==> config.mk <==
export PLATFORM = sky130hd
export DESIGN_NAME = gafc_tracker
export DESIGN_NICKNAME = d
export VERILOG_FILES = /design/src/sv/gafc_pkg.sv /design/src/sv/gafc_tracker.sv
export SDC_FILE = /design/constraint.sdc
export NUM_CORES = 1
export LEC_CHECK = 0
export ABC_AREA = 0
export ABC_CLOCK_PERIOD_IN_PS = 8200
export BUFFER_PORTS_ARGS = -buffer_cell sky130_fd_sc_hd__buf_4
export CAP_MARGIN = 20
export CORE_UTILIZATION = 50
export DETAILED_ROUTE_END_ITERATION = 12
export PLACE_DENSITY_LB_ADDON = 0.1
export SYNTH_ARGS = -nofsm -noshare
export SYNTH_HDL_FRONTEND = slang
export SYNTH_SLANG_ARGS = --single-unit
==> constraint.sdc <==
create_clock -name clk -period 8.2 [get_ports clk]
set_input_delay 0.82 -clock clk [delete_from_list [all_inputs] [get_ports clk]]
set_output_delay 0.82 -clock clk [all_outputs]
set_load 0.01 [all_outputs]
==> src/sv/gafc_pkg.sv <==
// ----------------------------------------------------------------------------
// gafc_pkg
// Shared types and constants for the GET APDU frame checker.
// ----------------------------------------------------------------------------
package gafc_pkg;

	localparam int unsigned LENGTH_BITS_DEF = 16;

	localparam logic [7:0] TAG_REQUEST  = 8'hC1;
	localparam logic [7:0] TAG_RESPONSE = 8'hC4;
	localparam logic [7:0] TAG_OCTETS   = 8'h09;
	localparam logic [7:0] TAG_UINT8    = 8'h11;
	localparam logic [7:0] TAG_ARRAY    = 8'h01;
	localparam logic [7:0] TAG_STRUCT   = 8'h02;
	localparam logic [7:0] CHOICE_BYTE  = 8'h00;

	localparam logic [7:0] MAX_RESULT   = 8'd3;
	localparam logic [2:0] POFF_BASE    = 3'd4;
	localparam logic [2:0] POFF_CHOICE  = 3'd5;

	localparam logic [2:0] OFF_KIND     = 3'd0;
	localparam logic [2:0] OFF_SUB      = 3'd1;
	localparam logic [2:0] OFF_INVOKE   = 3'd2;
	localparam logic [2:0] OFF_FOURTH   = 3'd3;
	localparam logic [2:0] OFF_CHOICE   = 3'd4;

	typedef enum logic [3:0] {
		ERR_NONE         = 4'd0,
		ERR_SHORT        = 4'd1,
		ERR_APDU         = 4'd2,
		ERR_SUBTYPE      = 4'd3,
		ERR_RESULT       = 4'd4,
		ERR_UINT8        = 4'd5,
		ERR_ARRAY_HDR    = 4'd6,
		ERR_ARRAY_ELEMS  = 4'd7,
		ERR_STRUCT_HDR   = 4'd8,
		ERR_STRUCT_ELEMS = 4'd9,
		ERR_TAG          = 4'd10
	} err_kind_t;

	typedef struct packed {
		logic [7:0] data_byte;
		logic       end_of_frame;
	} in_beat_t;

	typedef struct packed {
		logic        frame_ok;
		logic [3:0]  error_kind;
		logic [2:0]  error_position;
		logic        is_response_apdu;
		logic [7:0]  sub_kind;
		logic [3:0]  invoke_number;
		logic        high_priority;
		logic [7:0]  fourth_byte;
		logic        choice_seen;
		logic [7:0]  payload_kind;
		logic [2:0]  payload_start;
		logic [15:0] frame_bytes;
	} verdict_t;

endpackage

==> src/sv/gafc_tracker.sv <==
// ----------------------------------------------------------------------------
// gafc_tracker
// Per-frame header state, error latch and verdict logic.
// ----------------------------------------------------------------------------
module gafc_tracker
	import gafc_pkg::*;
#(
	parameter int unsigned LENGTH_BITS = LENGTH_BITS_DEF
) (
	input  logic     clk,
	input  logic     arst_n,
	input  logic     step,
	input  in_beat_t beat,
	output verdict_t verdict
);

	localparam int unsigned LW = LENGTH_BITS;

	logic [LW-1:0] pos_q, pos_d;
	logic          resp_q, resp_d;
	logic          list_q, list_d;
	logic [7:0]    sub_q, sub_d;
	logic [7:0]    invoke_q, invoke_d;
	logic [7:0]    fourth_q, fourth_d;
	logic          choice_q, choice_d;
	logic [2:0]    poff_q, poff_d;
	logic [7:0]    tag_q, tag_d;
	logic [7:0]    count_q, count_d;
	err_kind_t     err_q, err_d;
	logic [2:0]    eoff_q, eoff_d;

	logic [7:0]    b;
	logic          sub_ok;
	err_kind_t     kind;
	logic [2:0]    kind_off;
	logic [LW-1:0] off_w, off2_w, cnt2_w;
	logic          has_payload;

	assign b = beat.data_byte;

	always_comb begin
		resp_d   = resp_q;
		list_d   = list_q;
		sub_d    = sub_q;
		invoke_d = invoke_q;
		fourth_d = fourth_q;
		choice_d = choice_q;
		poff_d   = poff_q;
		tag_d    = tag_q;
		count_d  = count_q;
		err_d    = err_q;
		eoff_d   = eoff_q;
		sub_ok   = 1'b1;

		if (pos_q == LW'(OFF_KIND)) begin
			if (b == TAG_REQUEST) begin
				resp_d = 1'b0;
			end else if (b == TAG_RESPONSE) begin
				resp_d = 1'b1;
			end else if (err_q == ERR_NONE) begin
				err_d  = ERR_APDU;
				eoff_d = OFF_KIND;
			end
		end else if (pos_q == LW'(OFF_SUB)) begin
			sub_d = b;
			if (err_q == ERR_NONE) begin
				if (resp_q) begin
					sub_ok = (b >= 8'd1) && (b <= 8'd4);
					list_d = (b == 8'd3) || (b == 8'd4);
				end else begin
					sub_ok = (b >= 8'd1) && (b <= 8'd3);
					list_d = (b == 8'd3);
				end
				if (!sub_ok) begin
					err_d  = ERR_SUBTYPE;
					eoff_d = OFF_SUB;
				end
			end
		end else if (pos_q == LW'(OFF_INVOKE)) begin
			invoke_d = b;
		end else if (pos_q == LW'(OFF_FOURTH)) begin
			fourth_d = b;
			if (err_q == ERR_NONE && !(resp_q && list_q) && b > MAX_RESULT) begin
				err_d  = ERR_RESULT;
				eoff_d = OFF_FOURTH;
			end
		end else if (pos_q == LW'(OFF_CHOICE)) begin
			if (resp_q && list_q && b == CHOICE_BYTE) begin
				choice_d = 1'b1;
				poff_d   = POFF_CHOICE;
			end
		end

		if (pos_q == LW'(poff_d)) begin
			tag_d = b;
		end else if (pos_q == LW'(poff_d) + LW'(1)) begin
			count_d = b;
		end

		pos_d = pos_q + LW'(pos_q != '1);
	end

	// verdict from the state as it stands after this beat
	assign off_w       = LW'(poff_d);
	assign off2_w      = off_w + LW'(2);
	assign cnt2_w      = LW'({count_d, 1'b0});
	assign has_payload = pos_d > off_w;

	always_comb begin
		kind     = ERR_NONE;
		kind_off = 3'd0;
		priority if (pos_d < LW'(4)) begin
			kind = ERR_SHORT;
		end else if (err_d != ERR_NONE) begin
			kind     = err_d;
			kind_off = eoff_d;
		end else if (has_payload) begin
			priority if (tag_d == TAG_OCTETS) begin
				kind = ERR_NONE;
			end else if (tag_d == TAG_UINT8) begin
				if (pos_d < off2_w) begin
					kind     = ERR_UINT8;
					kind_off = poff_d;
				end
			end else if (tag_d == TAG_ARRAY || tag_d == TAG_STRUCT) begin
				if (pos_d < off2_w) begin
					kind     = (tag_d == TAG_ARRAY) ? ERR_ARRAY_HDR : ERR_STRUCT_HDR;
					kind_off = poff_d;
				end else if (pos_d - off2_w < cnt2_w) begin
					kind     = (tag_d == TAG_ARRAY) ? ERR_ARRAY_ELEMS : ERR_STRUCT_ELEMS;
					kind_off = poff_d + 3'd1;
				end
			end else begin
				kind     = ERR_TAG;
				kind_off = poff_d;
			end
		end else begin
			kind     = ERR_NONE;
			kind_off = 3'd0;
		end
	end

	always_comb begin
		verdict.frame_ok         = (kind == ERR_NONE);
		verdict.error_kind       = kind;
		verdict.error_position   = kind_off;
		verdict.is_response_apdu = resp_d;
		verdict.sub_kind         = sub_d;
		verdict.invoke_number    = invoke_d[3:0];
		verdict.high_priority    = invoke_d[7];
		verdict.fourth_byte      = fourth_d;
		verdict.choice_seen      = choice_d;
		verdict.payload_kind     = has_payload ? tag_d : 8'd0;
		verdict.payload_start    = poff_d;
		verdict.frame_bytes      = (32'(pos_d) > 32'hFFFF) ? 16'hFFFF : 16'(pos_d);
	end

	always_ff @(posedge clk or negedge arst_n) begin
		if (!arst_n) begin
			pos_q    <= '0;
			resp_q   <= 1'b0;
			list_q   <= 1'b0;
			sub_q    <= '0;
			invoke_q <= '0;
			fourth_q <= '0;
			choice_q <= 1'b0;
			poff_q   <= POFF_BASE;
			tag_q    <= '0;
			count_q  <= '0;
			err_q    <= ERR_NONE;
			eoff_q   <= '0;
		end else if (step && beat.end_of_frame) begin
			pos_q    <= '0;
			resp_q   <= 1'b0;
			list_q   <= 1'b0;
			sub_q    <= '0;
			invoke_q <= '0;
			fourth_q <= '0;
			choice_q <= 1'b0;
			poff_q   <= POFF_BASE;
			tag_q    <= '0;
			count_q  <= '0;
			err_q    <= ERR_NONE;
			eoff_q   <= '0;
		end else if (step) begin
			pos_q    <= pos_d;
			resp_q   <= resp_d;
			list_q   <= list_d;
			sub_q    <= sub_d;
			invoke_q <= invoke_d;
			fourth_q <= fourth_d;
			choice_q <= choice_d;
			poff_q   <= poff_d;
			tag_q    <= tag_d;
			count_q  <= count_d;
			err_q    <= err_d;
			eoff_q   <= eoff_d;
		end
	end

endmodule

==> flow_summary.toml, run 1 <==
[run_status]
status = "finished, final reports clean"

[worst_setup_path]
crit_path_max_fanout = 10
crit_path_end_kind = "output port"
worst-setup-path-type = "reg -> out"
r2r.worst_path.cells = 12
worst_path_largest_cell_delay_ns = 0.55
worst_ep_arrival_time_ns = 6.62
timing.critical_path.mode_cell = "sky130_fd_sc_hd__ha_1"
crit_path_cell_trace = "nand4_1 -> or3_1 -> or4_1 -> ha_1 -> ha_1 -> xnor2_1 -> inv_1 -> ha_1 -> a21o_1 -> a21oi_1 -> nand2_1 -> nor2_1 -> xor2_1 -> ha_1 -> nand3_1 -> nor2_1 -> a221o_1 -> a2111oi_0 -> and3b_1 -> nand3_1 -> mux2_2 -> o22ai_1 -> buf_4"
crit_required_ns = 7.38
worst-r2r-setup-slack_ns = 4.20
regToRegEndpoint = "count_q[3]"
cp_launch_type = "flip-flop"
critPathSlowestCell = "sky130_fd_sc_hd__dfrtp_1"
crit_path_start = "pos_q[6]"
reg2reg_from = "pos_q[1]"

[flow_run]
max-cap-violations = 0

[route]
antenna_violating_nets_post_route = 0
routed_wire_length_per_instance_microns = 19.5
wirelength_microns = 14100
first_drt_iteration_drcs = 236
drt_pre_antenna_iters = 6
viasPerCell = 6.29
remaining_drc_errors = 0
number_of_vias_after_detailed_routing = 4559

[worst_hold_path]
hold_path_class = "reg -> reg"
timing.hold.worst.start = "count_q[1]"
hold-path-endpoint = "count_q[1]"
min_delay_path_depth = 1

[power]
p_seq_frac = 0.403
power_per_cell_area_nw_per_um2 = 154
p_switching_uw = 302
cell_internal_power_dissipation_uw = 584
p_clk_frac = 0.326
switching_share_of_power = 0.341
pwr-share-comb = 0.271
vdd_ir_drop_max_mv = 0.101
p_leak_nw = 2.76

[final_layout]
finish.net_count = 618
areaGrowthSynthToFinish_pct = 14.1
layout-drive-gt1-share = 0.233
num-fill-cells = 918
diodes = 0
final-instance-count-excl-fill = 725
final_core_utilization = 0.587

[logic_synthesis]
post_synth_inst_count = 545
synth.lib_cells_used.distinct = 74
ys.warnings.count = 0
synthMostInstantiatedCell = "sky130_fd_sc_hd__dfrtp_1"
synth.area.top_cells = "sky130_fd_sc_hd__dfrtp_1, sky130_fd_sc_hd__a22o_1, sky130_fd_sc_hd__mux2_2"
post-synth-top-area-cell = "sky130_fd_sc_hd__dfrtp_1"
postSynth.asyncResetShare = 1.00
synth_area_per_cell_sq_um = 9.23
postSynthRegisterBits = 66
net_count_after_synthesis = 576
portion_of_synthesized_cell_area_occupied_by_the_leading_cell_type = 0.323
number_of_enable_flip_flop_cells_after_synthesis = 0
yosysSeqAreaShare = 0.329
synth-main-ff-cell = "sky130_fd_sc_hd__dfrtp_1"
mappedNetlistArea_sq_um = 5030
yosys-top-cells-count = "sky130_fd_sc_hd__dfrtp_1, sky130_fd_sc_hd__a22o_1, sky130_fd_sc_hd__nor2_1"

[global_routing]
grt_antenna_before_repair = 0
first_global_vias = 4167
wire_length_of_the_first_global_routing_pass_microns = 22300
grt-ovfl-total = 0
grt_max_degree = 67
globalRouteTotalUtil = 0.283

[cts]
tritoncts_sink_count = 66
tritoncts_clock_tree = "done"
cts-buffers-inserted = 9
cts_hold_buffers = 0
clk_path_buf_depth = 2
cts-htree-levels = 3
ctsResizeCount = 0
clk-insertion-delay-late_ns = 0.37
cts.root.buffer_cell = "sky130_fd_sc_hd__clkbuf_8"
cts.clk_slew.worst_paths_ns = 0.09
post-cts-setup-buffer-count = 0

[floorplanning]
core_region_area_sq_um = 9770
die_height_microns = 102
fp-row-count = 36
start_util = 0.515
die_width_microns = 102
num_io_pins = 70
die_area_sq_um = 10500

[placed_design]
numPlacedInstances = 709
gp_congestion = 0.921
port-buffer-count = 69
dp.final_hpwl_microns = 9940

[timing]
final_hold_violation_count = 0
share_of_the_clock_period_used_by_the_worst_path_after_layout = 0.907
drv_slew = 0
rsz0062_at_grt = "no"
number_of_endpoints_failing_setup_at_the_final_stage = 0
min_period_ns = 7.44
tightestPinTransition_ns = 1.03
clock_skew_ns = 0.0141
tns_ns = 0
holdWs_ns = 0.490
maxClockFrequency_mhz = 134
worst_slew_margin_rel = 0.311
==> cells in the final DEF (no fill, tap or decap), types with 17 or more instances in the layout <==
| cell type | synthesis | final |
|---|---|---|
| sky130_fd_sc_hd__a21oi_1 | 22 | 22 |
| sky130_fd_sc_hd__inv_1 | 23 | 23 |
| sky130_fd_sc_hd__ha_1 | 17 | 17 |
| sky130_fd_sc_hd__buf_4 | 8 | 71 |
| sky130_fd_sc_hd__nor2_1 | 39 | 38 |
| sky130_fd_sc_hd__nand3_1 | 20 | 20 |
| sky130_fd_sc_hd__mux2i_1 | 18 | 18 |
| sky130_fd_sc_hd__dfrtp_1 | 65 | 65 |
| sky130_fd_sc_hd__a22o_1 | 39 | 39 |
| sky130_fd_sc_hd__nand2_1 | 33 | 33 |
| sky130_fd_sc_hd__mux2_2 | 22 | 22 |
| sky130_fd_sc_hd__xnor2_1 | 21 | 21 |
| sky130_fd_sc_hd__o21ai_0 | 22 | 22 |
==> state kept, by name, indices dropped and copies added, names as in the netlist <==
name and count:
poff_q 3, err_q 4, resp_q 1, fourth_q 8, list_q 1, eoff_q 3
pos_q 16, choice_q 1, count_q 8, sub_q 8, tag_q 8, invoke_q 5
==> how the worst max path moves through the flow <==
stage | to | slack [ns] | cells after the start
after global routing | verdict[50] | 0.19 | 23
after global placement | verdict[50] | 1.11 | 24
after detailed placement | verdict[50] | 0.96 | 24
final | verdict[50] | 0.76 | 23
after CTS | verdict[50] | 0.84 | 23
after floorplan | verdict[50] | 1.75 | 23
==> power groups by stage <==
stage / clock network [mW] / logic (mW) / registers [mW]
after floorplan: 0 / 0.164 / 0.355
after global placement: 0 / 0.235 / 0.362
after detailed placement: 0 / 0.238 / 0.363
after CTS: 0.295 / 0.240 / 0.357
after global routing: 0.307 / 0.262 / 0.359
final: 0.289 / 0.240 / 0.357
==> stage by stage <==
stage          setup WS [ns]  cell area (sq um)  power (mW)
3_3_place_gp            1.11               5540       0.597
4_1_cts                0.837               5740       0.891
2_1_floorplan           1.75               5030       0.519
5_1_grt                0.185               5740       0.928
3_5_place_dp           0.958               5540       0.601
6_report               0.764               5740       0.886
==> worst max-delay path, delay by kind of cell, from the launching register on <==
kind,cells,cell delay (ns)
AND/OR/NAND/NOR,9,2.22
buffers and inverters,2,0.27
flip-flops,1,0.55
AO/OA/AOI/OAI,5,1.35
multiplexers,1,0.29
XOR/XNOR,2,0.39
adder cells (fa/ha/maj),4,1.17
==> routing by layer <==
| layer | GRT usage | part of all wire |
|---|---|---|
| met5 | 0 | 0 |
| met4 | 0.0912 | 0.014 |
| met3 | 0.0451 | 0.060 |
| met2 | 0.440 | 0.46 |
| met1 | 0.403 | 0.46 |
==> cell type report <==
class	instances	area (sq um)	share of cell area
clock buffers	9	124	0.0216
clock inverters	7	78.8	0.0137
inverters	23	86.3	0.0150
multi-input cells	416	3100	0.540
flip-flops and latches	66	1650	0.288
well taps	133	166	0.0290
repair buffers	71	533	0.0929
==> kinds of logic (layout without fill, tap and decap cells) <==
kind of cell / Yosys count / after routing / share of synthesized area
AOI/OAI and AO/OA: 144 / 144 / 0.214
xor gates and xnor gates: 36 / 36 / 0.0627
adders and majority gates: 19 / 19 / 0.0502
buffers and inverters: 63 / 110 / 0.0565
DFF: 66 / 66 / 0.329
muxes: 40 / 40 / 0.0851
and+or+nand+nor: 177 / 177 / 0.203
Power figures use the tool's default switching activity.
==> run 2: changes to the inputs <==
--- a/config.mk
+++ b/config.mk
@@ -5,7 +5,7 @@
 export SDC_FILE = /design/constraint.sdc
 export NUM_CORES = 1
 export LEC_CHECK = 0
-export ABC_AREA = 0
+export ABC_AREA = 1
 export ABC_CLOCK_PERIOD_IN_PS = 8200
 export BUFFER_PORTS_ARGS = -buffer_cell sky130_fd_sc_hd__buf_4
 export CAP_MARGIN = 20
==> run 2 against run 1 <==
  * Critical path depth rose by 4
  * Sequential power increased by 17%
  * Clock skew fell by 0.0065 ns
  * Largest cell class unchanged
  * Synthesized cell count rose by 33%
  * Design area increased by 1.8%
  * Critical endpoint is now verdict[52]
==> flow_summary.toml, run 2 <==
[worst_setup_path]
worst-setup-path-type = "reg -> out"
crit_path_end_kind = "output port"
crit_required_ns = 7.38
worst_ep_arrival_time_ns = 5.24
crit_path_max_fanout = 7
cp_launch_type = "flip-flop"

[route]
first_drt_iteration_drcs = 261
number_of_vias_after_detailed_routing = 4910
remaining_drc_errors = 0
drt_pre_antenna_iters = 5
antenna_violating_nets_post_route = 0
wirelength_microns = 14100
routed_wire_length_per_instance_microns = 15.3
viasPerCell = 5.31

[cts]
cts-buffers-inserted = 9
cts.root.buffer_cell = "sky130_fd_sc_hd__clkbuf_8"
post-cts-setup-buffer-count = 0
clk-insertion-delay-late_ns = 0.36
cts.clk_slew.worst_paths_ns = 0.07
clk_path_buf_depth = 2
tritoncts_sink_count = 66
tritoncts_clock_tree = "done"
ctsResizeCount = 0
cts-htree-levels = 3
cts_hold_buffers = 0

[power]
vdd_ir_drop_max_mv = 0.137
power_per_cell_area_nw_per_um2 = 273
total_power_mw = 1.59
p_leak_nw = 3.27

[logic_synthesis]
synth_area_per_cell_sq_um = 6.95
synth-main-ff-cell = "sky130_fd_sc_hd__dfrtp_1"
synth.lib_cells_used.distinct = 49
ys.warnings.count = 0
synth.area.top_cells = "sky130_fd_sc_hd__dfrtp_1, sky130_fd_sc_hd__inv_1, sky130_fd_sc_hd__nand2_1"
mappedNetlistArea_sq_um = 5030
postSynth.asyncResetShare = 1.00
post-synth-top-area-cell = "sky130_fd_sc_hd__dfrtp_1"
post_synth_inst_count = 724
synthMostInstantiatedCell = "sky130_fd_sc_hd__inv_1"
net_count_after_synthesis = 755
portion_of_synthesized_cell_area_occupied_by_the_leading_cell_type = 0.323
yosysSeqAreaShare = 0.328
yosys-top-cells-count = "sky130_fd_sc_hd__inv_1, sky130_fd_sc_hd__nand2_1, sky130_fd_sc_hd__nor2_1"
number_of_enable_flip_flop_cells_after_synthesis = 0
postSynthRegisterBits = 66

[global_routing]
wire_length_of_the_first_global_routing_pass_microns = 22700
grt-ovfl-total = 0
grt_antenna_before_repair = 0
first_global_vias = 4538
grt_max_degree = 67
globalRouteTotalUtil = 0.289

[run_status]
status = "finished, final reports clean"

[timing]
tns_ns = 0
min_period_ns = 6.06
drv_slew = 0
final_hold_violation_count = 0
clock_skew_ns = 0.00762
tightestPinTransition_ns = 0.911
maxClockFrequency_mhz = 165
rsz0062_at_grt = "no"
number_of_endpoints_failing_setup_at_the_final_stage = 0
worst_slew_margin_rel = 0.393
share_of_the_clock_period_used_by_the_worst_path_after_layout = 0.739
holdWs_ns = 0.508

[final_layout]
largest-register = "pos_q"
final-instance-count-excl-fill = 924
num-fill-cells = 968
layout-drive-gt1-share = 0.176
areaGrowthSynthToFinish_pct = 16.0
most-common-layout-cells = "sky130_fd_sc_hd__inv_1, sky130_fd_sc_hd__nand2_1, sky130_fd_sc_hd__nor2_1, sky130_fd_sc_hd__buf_4, sky130_fd_sc_hd__dfrtp_1"
largest_register_ff_count = 16
mostFrequentLayoutCell = "sky130_fd_sc_hd__inv_1"
area_of_combinational_cells_with_multiple_inputs_sq_um = 2700
diodes = 0
finish.net_count = 817
area.sequential_sq_um = 1650

[floorplanning]
die_height_microns = 102
start_util = 0.515
num_io_pins = 70
die_width_microns = 102
die_area_sq_um = 10500
fp-row-count = 36
core_region_area_sq_um = 9770

[placed_design]
dp.final_hpwl_microns = 10500
gp_congestion = 0.983
port-buffer-count = 69
numPlacedInstances = 908

[flow_run]
max-cap-violations = 0

[worst_hold_path]
hold_path_class = "reg -> reg"
==> run 2: layout make-up <==
| type | instances | share of cell area |
|---|---|---|
| Inverter | 155 | 0.0998 |
| Sequential cell | 66 | 0.283 |
| Clock buffer | 10 | 0.0236 |
| Multi-Input combinational cell | 483 | 0.463 |
| Clock inverter | 6 | 0.0109 |
| Tap cell | 133 | 0.0285 |
| Timing Repair Buffer | 71 | 0.0913 |
==> run 2: logic make-up after synthesis <==
kind of cell,count (synthesis),synth area share
compound gates,123,0.148
buf+inv,175,0.135
flops,66,0.328
fa+ha+maj,19,0.0502
simple gates,319,0.298
xor+xnor,22,0.0398
==> run 2: per-layer routing <==
| metal | track usage | wire length (microns) |
|---|---|---|
| met5 | 0 | 0 |
| met4 | 0.113 | 277 |
| met3 | 0.0499 | 700 |
| met2 | 0.465 | 6640 |
| met1 | 0.388 | 6500 |
==> run 2: final timing paths <==
| path | slack (ns) | endpoint | cells after the start | from |
|---|---|---|---|---|
| max | 2.14 | verdict[52] | 27 | pos_q[1] |
| min | 0.51 | choice_q | 2 | choice_q |
| max reg2reg | 4.90 | count_q[7] | 14 | pos_q[1] |
| min reg2reg | 0.51 | choice_q | 2 | choice_q |
| max in group asynchronous | 7.05 | count_q[0] | 1 | arst_n |
| min in group asynchronous | 0.55 | pos_q[0] | 1 | arst_n |
==> run 2: where the power goes <==
part / switching [mW] / total [mW] / internal [mW] / leakage [nW]
clock network: 0.140 / 0.288 / 0.149 / 0.0987
logic: 0.553 / 0.888 / 0.336 / 2.27
registers: 0.0289 / 0.416 / 0.387 / 0.898
total: 0.721 / 1.59 / 0.871 / 3.27
==> run 2: critical path: stages (launching register included) <==
cell and delay, ns:
sky130_fd_sc_hd__dfrtp_1 0.51, sky130_fd_sc_hd__inv_1 0.17, sky130_fd_sc_hd__nor4_1 0.32, sky130_fd_sc_hd__nand4_1 0.16
sky130_fd_sc_hd__ha_1 0.24, sky130_fd_sc_hd__ha_1 0.23, sky130_fd_sc_hd__inv_1 0.09, sky130_fd_sc_hd__nand2_1 0.05
sky130_fd_sc_hd__nand2_1 0.07, sky130_fd_sc_hd__inv_1 0.10, sky130_fd_sc_hd__ha_1 0.35, sky130_fd_sc_hd__inv_1 0.09
sky130_fd_sc_hd__nor2_1 0.04, sky130_fd_sc_hd__o21ai_0 0.20, sky130_fd_sc_hd__nand3_1 0.19, sky130_fd_sc_hd__nor2_1 0.29
sky130_fd_sc_hd__xor2_1 0.12, sky130_fd_sc_hd__ha_1 0.24, sky130_fd_sc_hd__nor4_1 0.28, sky130_fd_sc_hd__o2111ai_1 0.15
sky130_fd_sc_hd__nor2_1 0.28, sky130_fd_sc_hd__nand2_1 0.15, sky130_fd_sc_hd__nor2_4 0.14, sky130_fd_sc_hd__nand3_2 0.06
sky130_fd_sc_hd__nand2_1 0.06, sky130_fd_sc_hd__nand2_1 0.05, sky130_fd_sc_hd__a21oi_1 0.12, sky130_fd_sc_hd__buf_4 0.13
==> run 2: through the flow <==
step           instance area, sq um  utilization  worst slack (ns)
2_1_floorplan                  5030            -              3.06
3_3_place_gp                   5640        0.577              2.45
3_5_place_dp                   5640        0.577              2.33
4_1_cts                        5840        0.598              2.16
5_1_grt                        5840        0.598              1.59
6_report                       5840        0.598              2.14
==> run 3: changes to the inputs <==
--- a/config.mk
+++ b/config.mk
@@ -5,8 +5,8 @@
 export SDC_FILE = /design/constraint.sdc
 export NUM_CORES = 1
 export LEC_CHECK = 0
-export ABC_AREA = 1
-export ABC_CLOCK_PERIOD_IN_PS = 8200
+export ABC_AREA = 0
+export ABC_CLOCK_PERIOD_IN_PS = 4900
 export BUFFER_PORTS_ARGS = -buffer_cell sky130_fd_sc_hd__buf_4
 export CAP_MARGIN = 20
 export CORE_UTILIZATION = 50
==> constraint.sdc (replaced) <==
create_clock -name clk -period 4.9 [get_ports clk]
set_input_delay 0.49 -clock clk [delete_from_list [all_inputs] [get_ports clk]]
set_output_delay 0.49 -clock clk [all_outputs]
set_load 0.01 [all_outputs]
==> run 3 against run 2 <==
  * The run now ends with setup timing left
  * Register-to-register slack worse by 3.3 ns
  * Global-route usage is 2.6 points higher
  * Largest power group is now registers
  * Core utilization grew 10 points
  * Combinational power shrank 45%
  * Critical path type unchanged
  * Clock skew is 0.010 ns higher
  * Clock power grew 72%
  * Sequential power is 41% higher
  * Final cell count is 9.6% lower
  * Power is 1.1% lower
  * Count of clock-buffer cells in the layout rose by 2
  * Non-clock buffer count increased by 110
==> flow_summary.toml, run 3 (synthesized netlist as in run 1, its figures left out) <==
[global_routing]
first_global_vias = 4817
wire_length_of_the_first_global_routing_pass_microns = 24900
globalRouteTotalUtil = 0.315
grt_antenna_before_repair = 0
grt-ovfl-total = 0
grt_max_degree = 67

[placed_design]
preCtsSetupSlack_ns = -0.559
port-buffer-count = 69
gp_congestion = 0.925
post_detailed_placement_cell_area_sq_um = 6420
numPlacedInstances = 809
dp.final_hpwl_microns = 11300

[route]
remaining_drc_errors = 0
number_of_vias_after_detailed_routing = 4960
first_drt_iteration_drcs = 257
routed_wire_length_per_instance_microns = 18.8
antenna_violating_nets_post_route = 0
viasPerCell = 5.94
wirelength_microns = 15700
drt_pre_antenna_iters = 5

[final_layout]
mostFrequentLayoutCell = "sky130_fd_sc_hd__buf_4"
largest-register = "pos_q"
final-instance-count-excl-fill = 835
diodes = 0
area.sequential_sq_um = 1650
layout.cell_area.non_filler_sq_um = 6850
area_of_combinational_cells_with_multiple_inputs_sq_um = 3370
layout-drive-gt1-share = 0.422
final_core_utilization = 0.701
num-fill-cells = 790
areaGrowthSynthToFinish_pct = 36.2
largest_register_ff_count = 16
most-common-layout-cells = "sky130_fd_sc_hd__buf_4, sky130_fd_sc_hd__dfrtp_1, sky130_fd_sc_hd__a22o_1"
finish.net_count = 728

[timing]
share_of_the_clock_period_used_by_the_worst_path_after_layout = 1.16
rsz0062_at_grt = "yes"
holdWs_ns = 0.234
clock_skew_ns = 0.0180
min_period_ns = 5.70
tightestPinTransition_ns = 0.980
drv_slew = 0
worst_slew_margin_rel = 0.345
final_hold_violation_count = 0
setup_slack_ns = -0.804
number_of_endpoints_failing_setup_at_the_final_stage = 8
maxClockFrequency_mhz = 175
tns_ns = -5.59

[worst_setup_path]
worst_ep_arrival_time_ns = 5.21
crit_path_start = "pos_q[8]"
crit_path_max_fanout = 4
cp_launch_type = "flip-flop"
crit_path_end_kind = "output port"
worst-setup-path-type = "reg -> out"
reg2reg_from = "pos_q[8]"
crit_required_ns = 4.41

[cts]
cts.clk_slew.worst_paths_ns = 0.09
cts-buffers-inserted = 9
cts_hold_buffers = 0
cts-htree-levels = 3
clk_path_buf_depth = 2
cts.root.buffer_cell = "sky130_fd_sc_hd__clkbuf_8"
clk-insertion-delay-late_ns = 0.35
tritoncts_clock_tree = "done"
tritoncts_sink_count = 66

[floorplanning]
die_width_microns = 102
fp-row-count = 36
start_util = 0.515
die_area_sq_um = 10500
core_region_area_sq_um = 9770
die_height_microns = 102
num_io_pins = 70

[flow_run]
max-cap-violations = 0

[power]
power_per_cell_area_nw_per_um2 = 230
vdd_ir_drop_max_mv = 0.177
total_power_mw = 1.57
p_leak_nw = 3.32

[run_status]
status = "finished, violations left"
violations_in_the_final_reports = "setup timing"

[worst_hold_path]
hold_path_class = "in -> async"
[run 3: final cells by class]
cell class / instances / area share
Timing Repair Buffer: 181 / 0.200
Tap cell: 133 / 0.0243
Sequential cell: 66 / 0.241
Inverter: 23 / 0.0126
Clock buffer: 12 / 0.0226
Clock inverter: 4 / 0.00730
Multi-Input combinational cell: 416 / 0.491
[run 3: worst max-delay path, stage by stage (launching register included)]
cell and delay, ns:
sky130_fd_sc_hd__dfrtp_1 0.42, sky130_fd_sc_hd__nand4_1 0.15, sky130_fd_sc_hd__or3_4 0.36, sky130_fd_sc_hd__or4_4 0.43, sky130_fd_sc_hd__ha_4 0.19, sky130_fd_sc_hd__ha_4 0.18
sky130_fd_sc_hd__xnor2_4 0.14, sky130_fd_sc_hd__inv_2 0.07, sky130_fd_sc_hd__ha_4 0.22, sky130_fd_sc_hd__a21o_1 0.17, sky130_fd_sc_hd__a21oi_2 0.17, sky130_fd_sc_hd__nand2_2 0.09
sky130_fd_sc_hd__nor2_2 0.12, sky130_fd_sc_hd__xor2_1 0.18, sky130_fd_sc_hd__ha_1 0.27, sky130_fd_sc_hd__buf_4 0.14, sky130_fd_sc_hd__a221o_1 0.36, sky130_fd_sc_hd__a2111oi_2 0.21
sky130_fd_sc_hd__and3b_2 0.30, sky130_fd_sc_hd__nand3_2 0.11, sky130_fd_sc_hd__mux2_4 0.30, sky130_fd_sc_hd__o22ai_2 0.11, sky130_fd_sc_hd__buf_4 0.15
[run 3: timing repair]
item	in CTS	in global routing
buffers inserted	8	2
gates resized for setup	16	22
setup endpoints to repair	8	16
pin swaps	22	8
[run 3: per-layer routing]
metal  up-vias  GRT usage  routed length [microns]
met5         -          0                        0
met4         0      0.127                      430
met3        32     0.0534                      859
met2       178      0.501                     7270
met1      2425      0.426                     7150
li1       2325          -                        -
[run 3: final timing paths]
kind	endpoint	slack (ns)	cells after the start
worst max-delay path	verdict[50]	-0.80	22
worst min-delay path	pos_q[5]	0.23	1
worst max register to register	pos_q[10]	1.64	14
worst min register to register	count_q[7]	0.49	1
max in group asynchronous	pos_q[9]	4.07	1
min in group clk	count_q[7]	0.49	1
[run 3: where the power goes]
group	switching, mW	internal [mW]	total [mW]
registers	0.0168	0.570	0.587
clock network	0.233	0.263	0.496
logic	0.270	0.221	0.491
total	0.520	1.05	1.57
